--- src/hw/rtl/cbtc_pkg.sv ---
// ----------------------------------------------------------------------------
// CAN bit-timing calculator package
// Field widths, reset values, limits, register indexes and the sequencer
// states shared by the calculator modules.
// ----------------------------------------------------------------------------
package cbtc_pkg;

	localparam int CLK_W   = 28;
	localparam int RATE_W  = 28;
	localparam int PROP_W  = 4;
	localparam int FIELD_W = 8;
	localparam int NBT_W   = 5;
	localparam int DIV_W   = 28;
	localparam int APB_W   = 32;
	localparam int ADDR_W  = 3;

	localparam logic [CLK_W-1:0]   CLOCK_RESET  = 28'd80_000_000;
	localparam logic [PROP_W-1:0]  PROP_RESET   = 4'd5;
	localparam logic [DIV_W-1:0]   QUANTA_LIMIT = 28'd17;
	localparam logic [FIELD_W-1:0] PRE_FIRST    = 8'd1;
	localparam logic [FIELD_W-1:0] PRE_LAST     = 8'd255;
	localparam logic [FIELD_W-1:0] RJW_MAX      = 8'd4;
	localparam logic [FIELD_W-1:0] SEG_MAX      = 8'd8;

	// Register indexes, decoded from address bit 2.
	localparam logic REG_CLOCK = 1'b0;
	localparam logic REG_PROP  = 1'b1;

	typedef enum logic [2:0] {
		S_IDLE,
		S_TICKS,
		S_CHECK,
		S_TRIAL,
		S_SEG,
		S_FAIL
	} state_t;

	typedef struct packed {
		logic [FIELD_W-1:0] prop_len;
		logic [FIELD_W-1:0] phase1;
		logic [FIELD_W-1:0] phase2;
		logic [FIELD_W-1:0] rjw;
		logic               bad;
	} seg_t;

endpackage

--- src/hw/rtl/cbtc_div.sv ---
// ----------------------------------------------------------------------------
// Bit-serial divider
// Restoring division producing one quotient bit per cycle; the dividend
// shifts out of the quotient register as the quotient bits shift in.
// ----------------------------------------------------------------------------
module cbtc_div (
	input  logic                      clk,
	input  logic                      arst_n,
	input  logic                      start,
	input  logic [cbtc_pkg::DIV_W-1:0] dividend,
	input  logic [cbtc_pkg::DIV_W-1:0] divisor,
	output logic                      done,
	output logic [cbtc_pkg::DIV_W-1:0] quotient,
	output logic [cbtc_pkg::DIV_W-1:0] remainder
);
	import cbtc_pkg::*;

	localparam int CNT_W = $clog2(DIV_W);
	localparam logic [CNT_W-1:0] LAST_STEP = CNT_W'(DIV_W - 1);

	logic [DIV_W-1:0] quo_q;
	logic [DIV_W-1:0] rem_q;
	logic [DIV_W-1:0] dsr_q;
	logic [CNT_W-1:0] cnt_q;
	logic             run_q;
	logic             done_q;
	logic [DIV_W:0]   trial;
	logic [DIV_W:0]   diff;
	logic             fits;

	assign trial = {rem_q, quo_q[DIV_W-1]};
	assign diff  = trial - {1'b0, dsr_q};
	assign fits  = (trial >= {1'b0, dsr_q});

	always_ff @(posedge clk or negedge arst_n) begin
		if (!arst_n) begin
			run_q  <= 1'b0;
			done_q <= 1'b0;
			cnt_q  <= '0;
		end else begin
			done_q <= 1'b0;
			if (start) begin
				run_q <= 1'b1;
				cnt_q <= LAST_STEP;
			end else if (run_q) begin
				if (cnt_q == '0) begin
					run_q  <= 1'b0;
					done_q <= 1'b1;
				end else begin
					cnt_q <= cnt_q - 1'b1;
				end
			end
		end
	end

	always_ff @(posedge clk) begin
		if (start) begin
			quo_q <= dividend;
			dsr_q <= divisor;
			rem_q <= '0;
		end else if (run_q) begin
			quo_q <= {quo_q[DIV_W-2:0], fits};
			rem_q <= fits ? diff[DIV_W-1:0] : trial[DIV_W-1:0];
		end
	end

	assign done      = done_q;
	assign quotient  = quo_q;
	assign remainder = rem_q;

endmodule

--- src/hw/rtl/cbtc_seg.sv ---
// ----------------------------------------------------------------------------
// Segment calculator
// Splits the quanta per bit into propagation, phase 1 and phase 2 segments
// around a sample point at seven eighths of the bit, in 8-bit wrap arithmetic.
// ----------------------------------------------------------------------------
module cbtc_seg (
	input  logic [cbtc_pkg::NBT_W-1:0]  nbt,
	input  logic [cbtc_pkg::PROP_W-1:0] prop,
	output cbtc_pkg::seg_t              seg
);
	import cbtc_pkg::*;

	logic [6:0]         nbt7;
	logic [6:0]         prod;
	logic [FIELD_W-1:0] prop8;
	logic [FIELD_W-1:0] p1;
	logic [FIELD_W-1:0] p2;

	assign nbt7  = {2'b0, nbt};
	// Seven times the quanta count, as eight times less one times.
	assign prod  = (nbt7 << 3) - nbt7;
	assign prop8 = {4'b0, prop};
	assign p1    = {4'b0, prod[6:3]} - 8'd1 - prop8;
	assign p2    = {3'b0, nbt} - 8'd1 - p1 - prop8;

	always_comb begin
		seg.prop_len = prop8;
		seg.phase1   = p1;
		seg.phase2   = p2;
		seg.rjw      = (p2 < RJW_MAX) ? p2 : RJW_MAX;
		seg.bad      = (p1 > SEG_MAX) || (p2 > SEG_MAX) || (prop8 > SEG_MAX);
	end

endmodule

--- src/hw/rtl/can_bit_timing_calculator_top.sv ---
// Sequence: a zero bit rate goes straight to the fail state; otherwise the tick count
// division runs first, then one division per prescaler trial, up to prescaler 255.
// Both are done by the shared bit-serial divider, one quotient bit per cycle.
// Throughput: one request at a time; busy stays high until the result beat.
// The result is shown for one cycle with done and cannot be stalled.
// Reset: asynchronous, active low; registers return to 80 MHz and 5 quanta.
// ----------------------------------------------------------------------------
// CAN bit-timing calculator
// Works out prescaler and segment lengths for a requested bit rate by
// searching prescalers with a serial divider; APB port for the clock and
// propagation segment registers.
// ----------------------------------------------------------------------------
module can_bit_timing_calculator_top (
	input  logic                          clk,
	input  logic                          arst_n,
	input  logic                          psel,
	input  logic                          penable,
	input  logic                          pwrite,
	input  logic [cbtc_pkg::ADDR_W-1:0]   paddr,
	input  logic [cbtc_pkg::APB_W-1:0]    pwdata,
	output logic [cbtc_pkg::APB_W-1:0]    prdata,
	output logic                          pready,
	input  logic                          start,
	output logic                          busy,
	input  logic [cbtc_pkg::RATE_W-1:0]   bit_rate,
	output logic                          done,
	output logic [cbtc_pkg::FIELD_W-1:0]  prescaler,
	output logic [cbtc_pkg::FIELD_W-1:0]  prop_seg_out,
	output logic [cbtc_pkg::FIELD_W-1:0]  phase1_len,
	output logic [cbtc_pkg::FIELD_W-1:0]  phase2_len,
	output logic [cbtc_pkg::FIELD_W-1:0]  resync_width,
	output logic                          status
);
	import cbtc_pkg::*;

	state_t state_q, state_d;

	logic [CLK_W-1:0]   clock_q;
	logic [PROP_W-1:0]  prop_q;
	logic [DIV_W-1:0]   ticks_q;
	logic [FIELD_W-1:0] pre_q;
	logic [NBT_W-1:0]   nbt_q;
	logic               done_q;
	logic [FIELD_W-1:0] prescaler_q;
	logic [FIELD_W-1:0] prop_out_q;
	logic [FIELD_W-1:0] phase1_q;
	logic [FIELD_W-1:0] phase2_q;
	logic [FIELD_W-1:0] rjw_q;
	logic               status_q;

	logic               accept;
	logic               cfg_wr;
	logic               div_start;
	logic [DIV_W-1:0]   div_dividend;
	logic [DIV_W-1:0]   div_divisor;
	logic               div_done;
	logic [DIV_W-1:0]   div_quo;
	logic [DIV_W-1:0]   div_rem;
	logic               hit;
	seg_t               seg;

	// ---------------- configuration port ----------------
	assign pready = 1'b1;
	assign cfg_wr = psel && penable && pwrite && pready;

	always_ff @(posedge clk or negedge arst_n) begin
		if (!arst_n) begin
			clock_q <= CLOCK_RESET;
			prop_q  <= PROP_RESET;
		end else if (cfg_wr) begin
			case (paddr[2])
				REG_CLOCK: clock_q <= pwdata[CLK_W-1:0];
				REG_PROP:  prop_q  <= pwdata[PROP_W-1:0];
				default:   clock_q <= clock_q;
			endcase
		end
	end

	always_comb begin
		case (paddr[2])
			REG_CLOCK: prdata = {{(APB_W-CLK_W){1'b0}}, clock_q};
			REG_PROP:  prdata = {{(APB_W-PROP_W){1'b0}}, prop_q};
			default:   prdata = '0;
		endcase
	end

	// ---------------- datapath units ----------------
	cbtc_div u_div (
		.clk       (clk),
		.arst_n    (arst_n),
		.start     (div_start),
		.dividend  (div_dividend),
		.divisor   (div_divisor),
		.done      (div_done),
		.quotient  (div_quo),
		.remainder (div_rem)
	);

	cbtc_seg u_seg (
		.nbt  (nbt_q),
		.prop (prop_q),
		.seg  (seg)
	);

	assign accept = start && !busy;
	// A trial succeeds when the prescaler divides the ticks exactly into few enough quanta.
	assign hit    = (div_rem == '0) && (div_quo < QUANTA_LIMIT);

	// ---------------- sequencer ----------------
	always_comb begin
		state_d = state_q;
		case (state_q)
			S_IDLE: begin
				if (accept) begin
					state_d = (bit_rate == '0) ? S_FAIL : S_TICKS;
				end
			end
			S_TICKS: begin
				if (div_done) begin
					state_d = S_CHECK;
				end
			end
			S_CHECK: begin
				state_d = ({{(DIV_W-FIELD_W){1'b0}}, pre_q} > ticks_q) ? S_FAIL : S_TRIAL;
			end
			S_TRIAL: begin
				if (div_done) begin
					if (hit) begin
						state_d = S_SEG;
					end else if (pre_q == PRE_LAST) begin
						state_d = S_FAIL;
					end else begin
						state_d = S_CHECK;
					end
				end
			end
			S_SEG:   state_d = S_IDLE;
			S_FAIL:  state_d = S_IDLE;
			default: state_d = S_IDLE;
		endcase
	end

	always_comb begin
		busy         = (state_q != S_IDLE);
		div_start    = 1'b0;
		div_dividend = ticks_q;
		div_divisor  = {{(DIV_W-FIELD_W){1'b0}}, pre_q};
		case (state_q)
			S_IDLE: begin
				div_dividend = clock_q;
				div_divisor  = bit_rate;
				div_start    = accept && (bit_rate != '0);
			end
			S_CHECK: begin
				div_start = ({{(DIV_W-FIELD_W){1'b0}}, pre_q} <= ticks_q);
			end
			default: begin
				div_start = 1'b0;
			end
		endcase
	end

	always_ff @(posedge clk or negedge arst_n) begin
		if (!arst_n) begin
			state_q <= S_IDLE;
			done_q  <= 1'b0;
			pre_q   <= PRE_FIRST;
		end else begin
			state_q <= state_d;
			done_q  <= (state_q == S_SEG) || (state_q == S_FAIL);
			if (state_q == S_TICKS && div_done) begin
				pre_q <= PRE_FIRST;
			end else if (state_q == S_TRIAL && div_done && !hit && pre_q != PRE_LAST) begin
				pre_q <= pre_q + 1'b1;
			end
		end
	end

	always_ff @(posedge clk) begin
		if (state_q == S_TICKS && div_done) begin
			ticks_q <= div_quo;
		end
		if (state_q == S_TRIAL && div_done) begin
			nbt_q <= div_quo[NBT_W-1:0];
		end
		case (state_q)
			S_SEG: begin
				prescaler_q <= pre_q;
				prop_out_q  <= seg.prop_len;
				phase1_q    <= seg.phase1;
				phase2_q    <= seg.phase2;
				rjw_q       <= seg.rjw;
				status_q    <= seg.bad;
			end
			S_FAIL: begin
				prescaler_q <= '0;
				prop_out_q  <= '0;
				phase1_q    <= '0;
				phase2_q    <= '0;
				rjw_q       <= '0;
				status_q    <= 1'b1;
			end
			default: begin
				status_q <= status_q;
			end
		endcase
	end

	assign done         = done_q;
	assign prescaler    = prescaler_q;
	assign prop_seg_out = prop_out_q;
	assign phase1_len   = phase1_q;
	assign phase2_len   = phase2_q;
	assign resync_width = rjw_q;
	assign status       = status_q;

	// ---------------- assertions ----------------
	a_single_beat: assert property (@(posedge clk) disable iff (!arst_n)
		done |=> !done)
		else $error("result beat lasted more than one cycle");

	a_div_done_expected: assert property (@(posedge clk) disable iff (!arst_n)
		div_done |-> (state_q == S_TICKS || state_q == S_TRIAL))
		else $error("divider finished while the sequencer was not waiting");

	a_valid_has_prescaler: assert property (@(posedge clk) disable iff (!arst_n)
		(done && !status) |-> (prescaler != '0))
		else $error("valid timing reported with a zero prescaler");

	a_accept_goes_busy: assert property (@(posedge clk) disable iff (!arst_n)
		accept |=> busy)
		else $error("accepted request did not make the block busy");

endmodule
--- config.mk ---
export PLATFORM = sky130hd
export DESIGN_NAME = can_bit_timing_calculator_top
export DESIGN_NICKNAME = d
export VERILOG_FILES = /design/src/hw/rtl/cbtc_pkg.sv /design/src/hw/rtl/cbtc_div.sv /design/src/hw/rtl/cbtc_seg.sv /design/src/hw/rtl/can_bit_timing_calculator_top.sv
export SDC_FILE = /design/constraint.sdc
export NUM_CORES = 1
export LEC_CHECK = 0
export BUFFER_PORTS_ARGS = -buffer_cell sky130_fd_sc_hd__buf_2
export CAP_MARGIN = 40
export CORE_UTILIZATION = 40
export CTS_CLUSTER_DIAMETER = 100
export DETAILED_ROUTE_END_ITERATION = 8
export PLACE_DENSITY = 0.61
export SLEW_MARGIN = 40
export SYNTH_ARGS = -nofsm -noshare
export SYNTH_HDL_FRONTEND = slang
export SYNTH_SLANG_ARGS = --single-unit
export TNS_END_PERCENT = 1
--- constraint.sdc ---
create_clock -name clk -period 9.8 [get_ports clk]
set_clock_uncertainty 0.2 [all_clocks]
set_input_delay 0 -clock clk [delete_from_list [all_inputs] [get_ports clk]]
set_output_delay 0 -clock clk [all_outputs]
set_load 0.01 [all_outputs]
==> reports/qor.txt, run 1 <==
critical-path cell list -> inv_1 > ha_1 > xnor2_1 > ha_1 > inv_1 > ha_1 > nor2b_1 > o21ai_0 > nand2b_1 > xnor2_1 > inv_1 > fa_1 > inv_1 > ha_1 > o21ai_0 > a21oi_1 > o41ai_1 > xnor2_1 > xor2_1 > or4b_1 > and2_1
ys flop type -> edfxtp_1
syn_area_per_cell -> 10.61 um2
register-to-register setup slack -> 4.17 ns
gr usage total -> 18.89%
initial antenna violation count -> 1
Core Footprint -> 27930 um2
FF-to-FF End -> resync_width[2]$_SDFFCE_PP0P_
die width -> 170.9 um
CP max stage cell -> or4b_1
CP max stage delay -> 0.53 ns
startpoint types -> flop
first-pass iteration count of the detailed router -> 7
synth warn -> 0
I/O pins -> 145
DRT Wirelength -> 27320 um
CTS max path bufs -> 3
total grt overflow -> 0
Clock Root Buffer -> clkbuf_16
buffer and inverter count on the worst path -> 4
FILL cells -> 2542
Reg clk slew, reported paths -> 0.06 ns
Cell Area, Synth -> 11410 um2
Seq cells post-synth -> 205
top cells by area, synth -> edfxtp_1 33%, dfrtp_1 8.8%, ha_1 6.1%, dfxtp_1 4.9%, mux2i_1 4.3%
post-CTS setup buffers -> 0
WL/cell -> 16.29 um
CP required -> 9.87 ns
number of CTS-inserted buffers -> 24
Rows -> 61
Post-synth top cells -> 126 x edfxtp_1, 91 x nand2_1, 70 x inv_1
final hold slack -> 0.02358 ns
CTS Sinks -> 205
Worst Hold Depth -> 4
Starting Density -> 40.86%
Static Leak -> 5.904 nW
Util after Layout -> 50.44%
# resized after CTS -> 0
fmax -> 177.6 MHz
fin crit share -> 57.47%
startpoint of the worst hold path -> penable
PD cells -> 179.1 nW/um2
cell with the most instances after synthesis -> edfxtp_1
Post-synth EDFFs -> 126
fin. max-slew vios -> 0
Via-to-Cell Ratio -> 5.149
Tmin final -> 5.632 ns
HPWL Detailed -> 19090 um
first-pass GRT wire length -> 43930 um
number of DRC markers in iteration 0 -> 442
Final setup viols -> 0
Synth async-reset ratio -> 24.88%
final-report hold violation count -> 0
Clk Latency, worst-skew pair -> 0.53 ns
Cells after Synth -> 1076
RR Startpoint -> nbt_q[3]$_DFFE_PP_
DRC Markers -> 0
area leader, netlist -> edfxtp_1
Seq/Total Area, Yosys -> 49.36%
H-tree levels -> 1
count of cell types in the netlist -> 68
status -> finished, final reports clean
Crit path max-delay family -> adder cells
worst hold-check path type -> in2reg
Yosys top cell area share -> 33.15%
Setup crit end kind -> flop
Vert. Die Dim -> 170.9 um
Max Cap Viol -> 0
Synth-to-Final Area Change -> 23.45%
via count -> 8635
WS Path Type -> reg2reg
largest net degree at the start of global routing -> 87
worst-margin pin slew -> 0.7940 ns
share of layout cells above drive strength 1 -> 18.80%
Max IR drop VDD -> 134.1 uV
final net count -> 1410
unrepaired setup endpoints after global routing -> false
hold endpoint -> clock_q[20]$_DFFE_PN0P_
arrival time at the worst endpoint -> 5.70 ns
gpl congestion -> 0.9065
relative slew slack -> 47.01%
DRT antenna net count -> 0
R2R cell count -> 21
Port Buffer Count -> 129
critical path fanouts, max -> 6
die area -> 29210 um2
TritonCTS clock tree -> done
vias in the first global route -> 8420
setup TNS -> 0 ns
## power breakdown
part	leakage, nW	internal [mW]	switching, mW
logic	3.38	0.251	0.231
clock network	0.415	0.584	0.375
registers	2.11	1.02	0.0670
## placed cells by master, fill, tap and decap left out, types with 46 or more instances in the layout
cell type	synthesis	routed
mux2i_1	49	49
nand2_1	91	91
dlygate4sd3_1	0	77
nor2_1	58	58
edfxtp_1	126	126
inv_1	70	70
o21ai_0	68	68
ha_1	56	56
a21oi_1	46	46
buf_2	0	129
## worst reg2reg max path: stages, from the launching register on
cell and delay [ns]:
edfxtp_1 0.46, inv_1 0.10, ha_1 0.34, xnor2_1 0.41
ha_1 0.34, inv_1 0.07, ha_1 0.22, nor2b_1 0.13
o21ai_0 0.15, nand2b_1 0.11, xnor2_1 0.24, inv_1 0.10
fa_1 0.51, inv_1 0.04, ha_1 0.32, o21ai_0 0.19
a21oi_1 0.09, o41ai_1 0.34, xnor2_1 0.16, xor2_1 0.16
or4b_1 0.53, and2_1 0.18
## worst max path at each step
stage | from | end | slack (ns) | cells after the start
after global placement | nbt_q[0]$_DFFE_PP_ | resync_width[2]$_SDFFCE_PP0P_ | 4.26 | 20
after global routing | nbt_q[3]$_DFFE_PP_ | resync_width[2]$_SDFFCE_PP0P_ | 3.68 | 21
after CTS | nbt_q[3]$_DFFE_PP_ | resync_width[2]$_SDFFCE_PP0P_ | 4.15 | 21
after detailed placement | nbt_q[3]$_DFFE_PP_ | resync_width[2]$_SDFFCE_PP0P_ | 4.21 | 21
after floorplan | nbt_q[0]$_DFFE_PP_ | resync_width[2]$_SDFFCE_PP0P_ | 4.66 | 20
final | nbt_q[3]$_DFFE_PP_ | resync_width[2]$_SDFFCE_PP0P_ | 4.17 | 21
## flip-flops by register name, summed over array words and instances (netlist names), 3 cells and up
name	count
clock_q	28
ticks_q	28
u_div.dsr_q	28
u_div.quotient	28
u_div.remainder	28
phase1_len	8
phase2_len	8
pre_q	8
prescaler	8
resync_width	8
nbt_q	5
u_div.cnt_q	5
prop_q	4
prop_seg_out	4
state_q	3
## cell type report
| class | count | area (um2) | area share, % |
|---|---|---|---|
| multi-input combinational | 761 | 5348 | 37.95 |
| clock inverter | 18 | 240.2 | 1.705 |
| timing repair buffer | 217 | 1514 | 10.75 |
| inverter | 71 | 266.5 | 1.891 |
| clock buffer | 26 | 608.1 | 4.316 |
| sequential | 205 | 5638 | 40.01 |
| antenna | 1 | 2.502 | 0.01776 |
| tap | 378 | 473.0 | 3.357 |
## through the flow
step / power (mW) / worst slack [ns] / std cells / cell area (um2)
6_report: 2.523 / 4.168 / 1677 / 14090
5_1_grt: 2.653 / 3.680 / 1676 / 14090
4_1_cts: 2.546 / 4.154 / 1676 / 14070
3_5_place_dp: 1.543 / 4.210 / 1555 / 12450
3_3_place_gp: 1.533 / 4.260 / 1553 / 12420
2_1_floorplan: 1.419 / 4.655 / 1088 / 11460
## metal layers
| metal | vias up | track usage [%] | wire length (um) |
|---|---|---|---|
| li1 | 4280 | - | - |
| met4 | 0 | 4.425 | 466 |
| met3 | 34 | 3.238 | 1354 |
| met1 | 4116 | 26.27 | 12930 |
| met5 | - | 0 | 0 |
| met2 | 205 | 30.61 | 12570 |
## timing repair
action	CTS	global route
endpoints found under the hold margin	114	0
endpoints found under the setup margin	0	0
hold buffers	77	0
## cell families (layout without fill, tap and decap cells)
| kind of cell | count (synthesis) | after routing | synth area share (%) |
|---|---|---|---|
| buf+inv | 122 | 332 | 4.582 |
| xor+xnor | 54 | 54 | 4.144 |
| flops | 205 | 205 | 49.36 |
| compound gates | 197 | 197 | 11.02 |
| simple gates | 349 | 349 | 15.86 |
| mux | 86 | 86 | 7.948 |
| fa+ha+maj | 61 | 61 | 7.016 |
| other cells | 2 | 15 | 0.06580 |
No activity file was read; power rests on OpenSTA's default activity.
==> run 2: changes to the inputs <==
==> constraint.sdc (replaced) <==
create_clock -name clk -period 5.3 [get_ports clk]
set_clock_uncertainty 0.2 [all_clocks]
set_input_delay 0 -clock clk [delete_from_list [all_inputs] [get_ports clk]]
set_output_delay 0 -clock clk [all_outputs]
set_load 0.01 [all_outputs]
==> run 2 against run 1 <==
Effect of this change: clock-buffer cell count unchanged; first-iteration DRC count up 11%; sequential power up 85%; register-to-register slack worse by 4.0 ns; global-route usage about the same; worst hold slack better by 0.030 ns; core utilization up 0.30 points; fmax up 11%; clock power up 77%; largest power group unchanged; highest routed layer unchanged.
==> reports/qor.txt, run 2 (synthesized netlist as in run 1, its figures left out) <==
status -> finished, final reports clean
Max IR drop VDD -> 199.7 uV
fin crit share -> 95.99%
total grt overflow -> 0
Core Footprint -> 27930 um2
startpoint of the worst hold path -> pwdata[19]
vias in the first global route -> 8479
die width -> 170.9 um
final-report hold violation count -> 0
Worst Hold Depth -> 3
Clk Latency, worst-skew pair -> 0.51 ns
TritonCTS clock tree -> done
Reg clk slew, reported paths -> 0.06 ns
R2R cell count -> 21
Tmin final -> 5.087 ns
CP max stage delay -> 0.51 ns
final hold slack -> 0.05384 ns
worst-margin pin slew -> 0.7880 ns
startpoint types -> flop
H-tree levels -> 1
Clock Root Buffer -> clkbuf_16
Synth-to-Final Area Change -> 24.18%
Util after Layout -> 50.74%
most used cell, CP -> inv_1
CTS max path bufs -> 3
RR Startpoint -> nbt_q[1]$_DFFE_PP_
placed insts -> 1561
WL/cell -> 16.28 um
Crit. Startpoint -> nbt_q[1]$_DFFE_PP_
DRT Wirelength -> 27380 um
I/O pins -> 145
die area -> 29210 um2
CP max stage cell -> or4b_4
fin. max-slew vios -> 0
largest net degree at the start of global routing -> 59
number of DRC markers in iteration 0 -> 489
Final setup viols -> 0
Max Cap Viol -> 0
Finished Layout Cells -> 1682
Setup crit end kind -> flop
final net count -> 1416
HPWL Detailed -> 19200 um
worst hold-check path type -> in2reg
Vert. Die Dim -> 170.9 um
share of layout cells above drive strength 1 -> 19.95%
initial antenna violation count -> 1
DRT antenna net count -> 0
first-pass iteration count of the detailed router -> 4
gpl congestion -> 0.9054
relative slew slack -> 47.46%
arrival time at the worst endpoint -> 5.16 ns
Rows -> 61
fin area -> 14170 um2
CTS Sinks -> 205
number of CTS-inserted buffers -> 23
via count -> 8773
commonest non-fill, non-tap cell in the layout -> buf_2
CP required -> 5.37 ns
first-pass GRT wire length -> 43790 um
critical-path cell list -> ha_1 > inv_1 > xnor2_2 > ha_1 > inv_1 > ha_1 > nor2b_1 > o21ai_1 > nand2b_1 > xnor2_2 > inv_1 > fa_1 > inv_1 > ha_4 > o21ai_2 > a21oi_1 > o41ai_2 > xnor2_1 > xor2_1 > or4b_4 > and2_1
DRC Markers -> 0
commonest non-fill, non-tap cells in the layout -> 129 x buf_2, 126 x edfxtp_1, 91 x nand2_1, 77 x dlygate4sd3_1, 69 x inv_1
PD cells -> 327.0 nW/um2
WS Path Type -> reg2reg
Via-to-Cell Ratio -> 5.216
critical path fanouts, max -> 4
gr usage total -> 18.89%
Placed Area -> 12500 um2
Static Leak -> 5.921 nW
Port Buffer Count -> 129
FILL cells -> 2601
Starting Density -> 40.86%
fmax -> 196.6 MHz
run 2: worst paths after layout:
kind                       slack [ns]                       endpoint
setup / recovery                 0.21  resync_width[2]$_SDFFCE_PP0P_
hold / removal                   0.05        clock_q[19]$_DFFE_PN0P_
setup reg to reg                 0.21  resync_width[2]$_SDFFCE_PP0P_
hold reg to reg                  0.27          ticks_q[21]$_DFFE_PP_
max in group asynchronous        3.87          u_div.run_q$_DFF_PN0_
min in group asynchronous        0.48         clock_q[7]$_DFFE_PN0P_
run 2: cell type report:
cell class | instances | area, um2 | share of cell area [%]
clock inverter | 16 | 217.7 | 1.536
timing repair buffer | 224 | 1567 | 11.05
sequential | 205 | 5638 | 39.78
multi-input combinational | 761 | 5423 | 38.26
tap | 378 | 473.0 | 3.337
antenna | 1 | 2.502 | 0.01766
inverter | 71 | 266.5 | 1.880
clock buffer | 26 | 586.8 | 4.140
run 2: critical path: cells and delay by family, from the launching register on:
kind,cells,cell delay (ns)
compound gates,4,0.64
xor+xnor,4,0.58
fa+ha+maj,5,1.69
buf+inv,4,0.38
flops,1,0.42
simple gates,4,0.92
run 2: metrics by stage:
| stage | power (mW) | TNS, ns | setup WS, ns |
|---|---|---|---|
| 6_report | 4.635 | 0 | 0.2128 |
| 5_1_grt | 4.877 | -0.06132 | -0.06132 |
| 4_1_cts | 4.643 | 0 | 0.01259 |
| 3_5_place_dp | 2.860 | 0 | 0.02328 |
| 3_3_place_gp | 2.843 | 0 | 0.07457 |
| 2_1_floorplan | 2.625 | 0 | 0.1554 |
run 2: power by group:
part	internal (mW)	switching, mW	leakage [nW]
Combinational	0.492	0.447	3.42
Clock	1.04	0.652	0.387
Sequential	1.88	0.123	2.11
run 2: repair_timing:
action                     CTS  global route
resized for setup            0            16
hold endpoints to repair   116             0
setup endpoints to repair    0             3
hold buffers                77             0
setup buffers                0             1
run 2: routing by layer:
| layer | up-vias | track usage (%) | part of all wire, % |
|---|---|---|---|
| met3 | 38 | 2.868 | 4.7 |
| met2 | 212 | 30.97 | 45 |
| met4 | 0 | 4.852 | 2.1 |
| met5 | - | 0 | 0 |
| met1 | 4232 | 26.04 | 48 |
| li1 | 4291 | - | - |
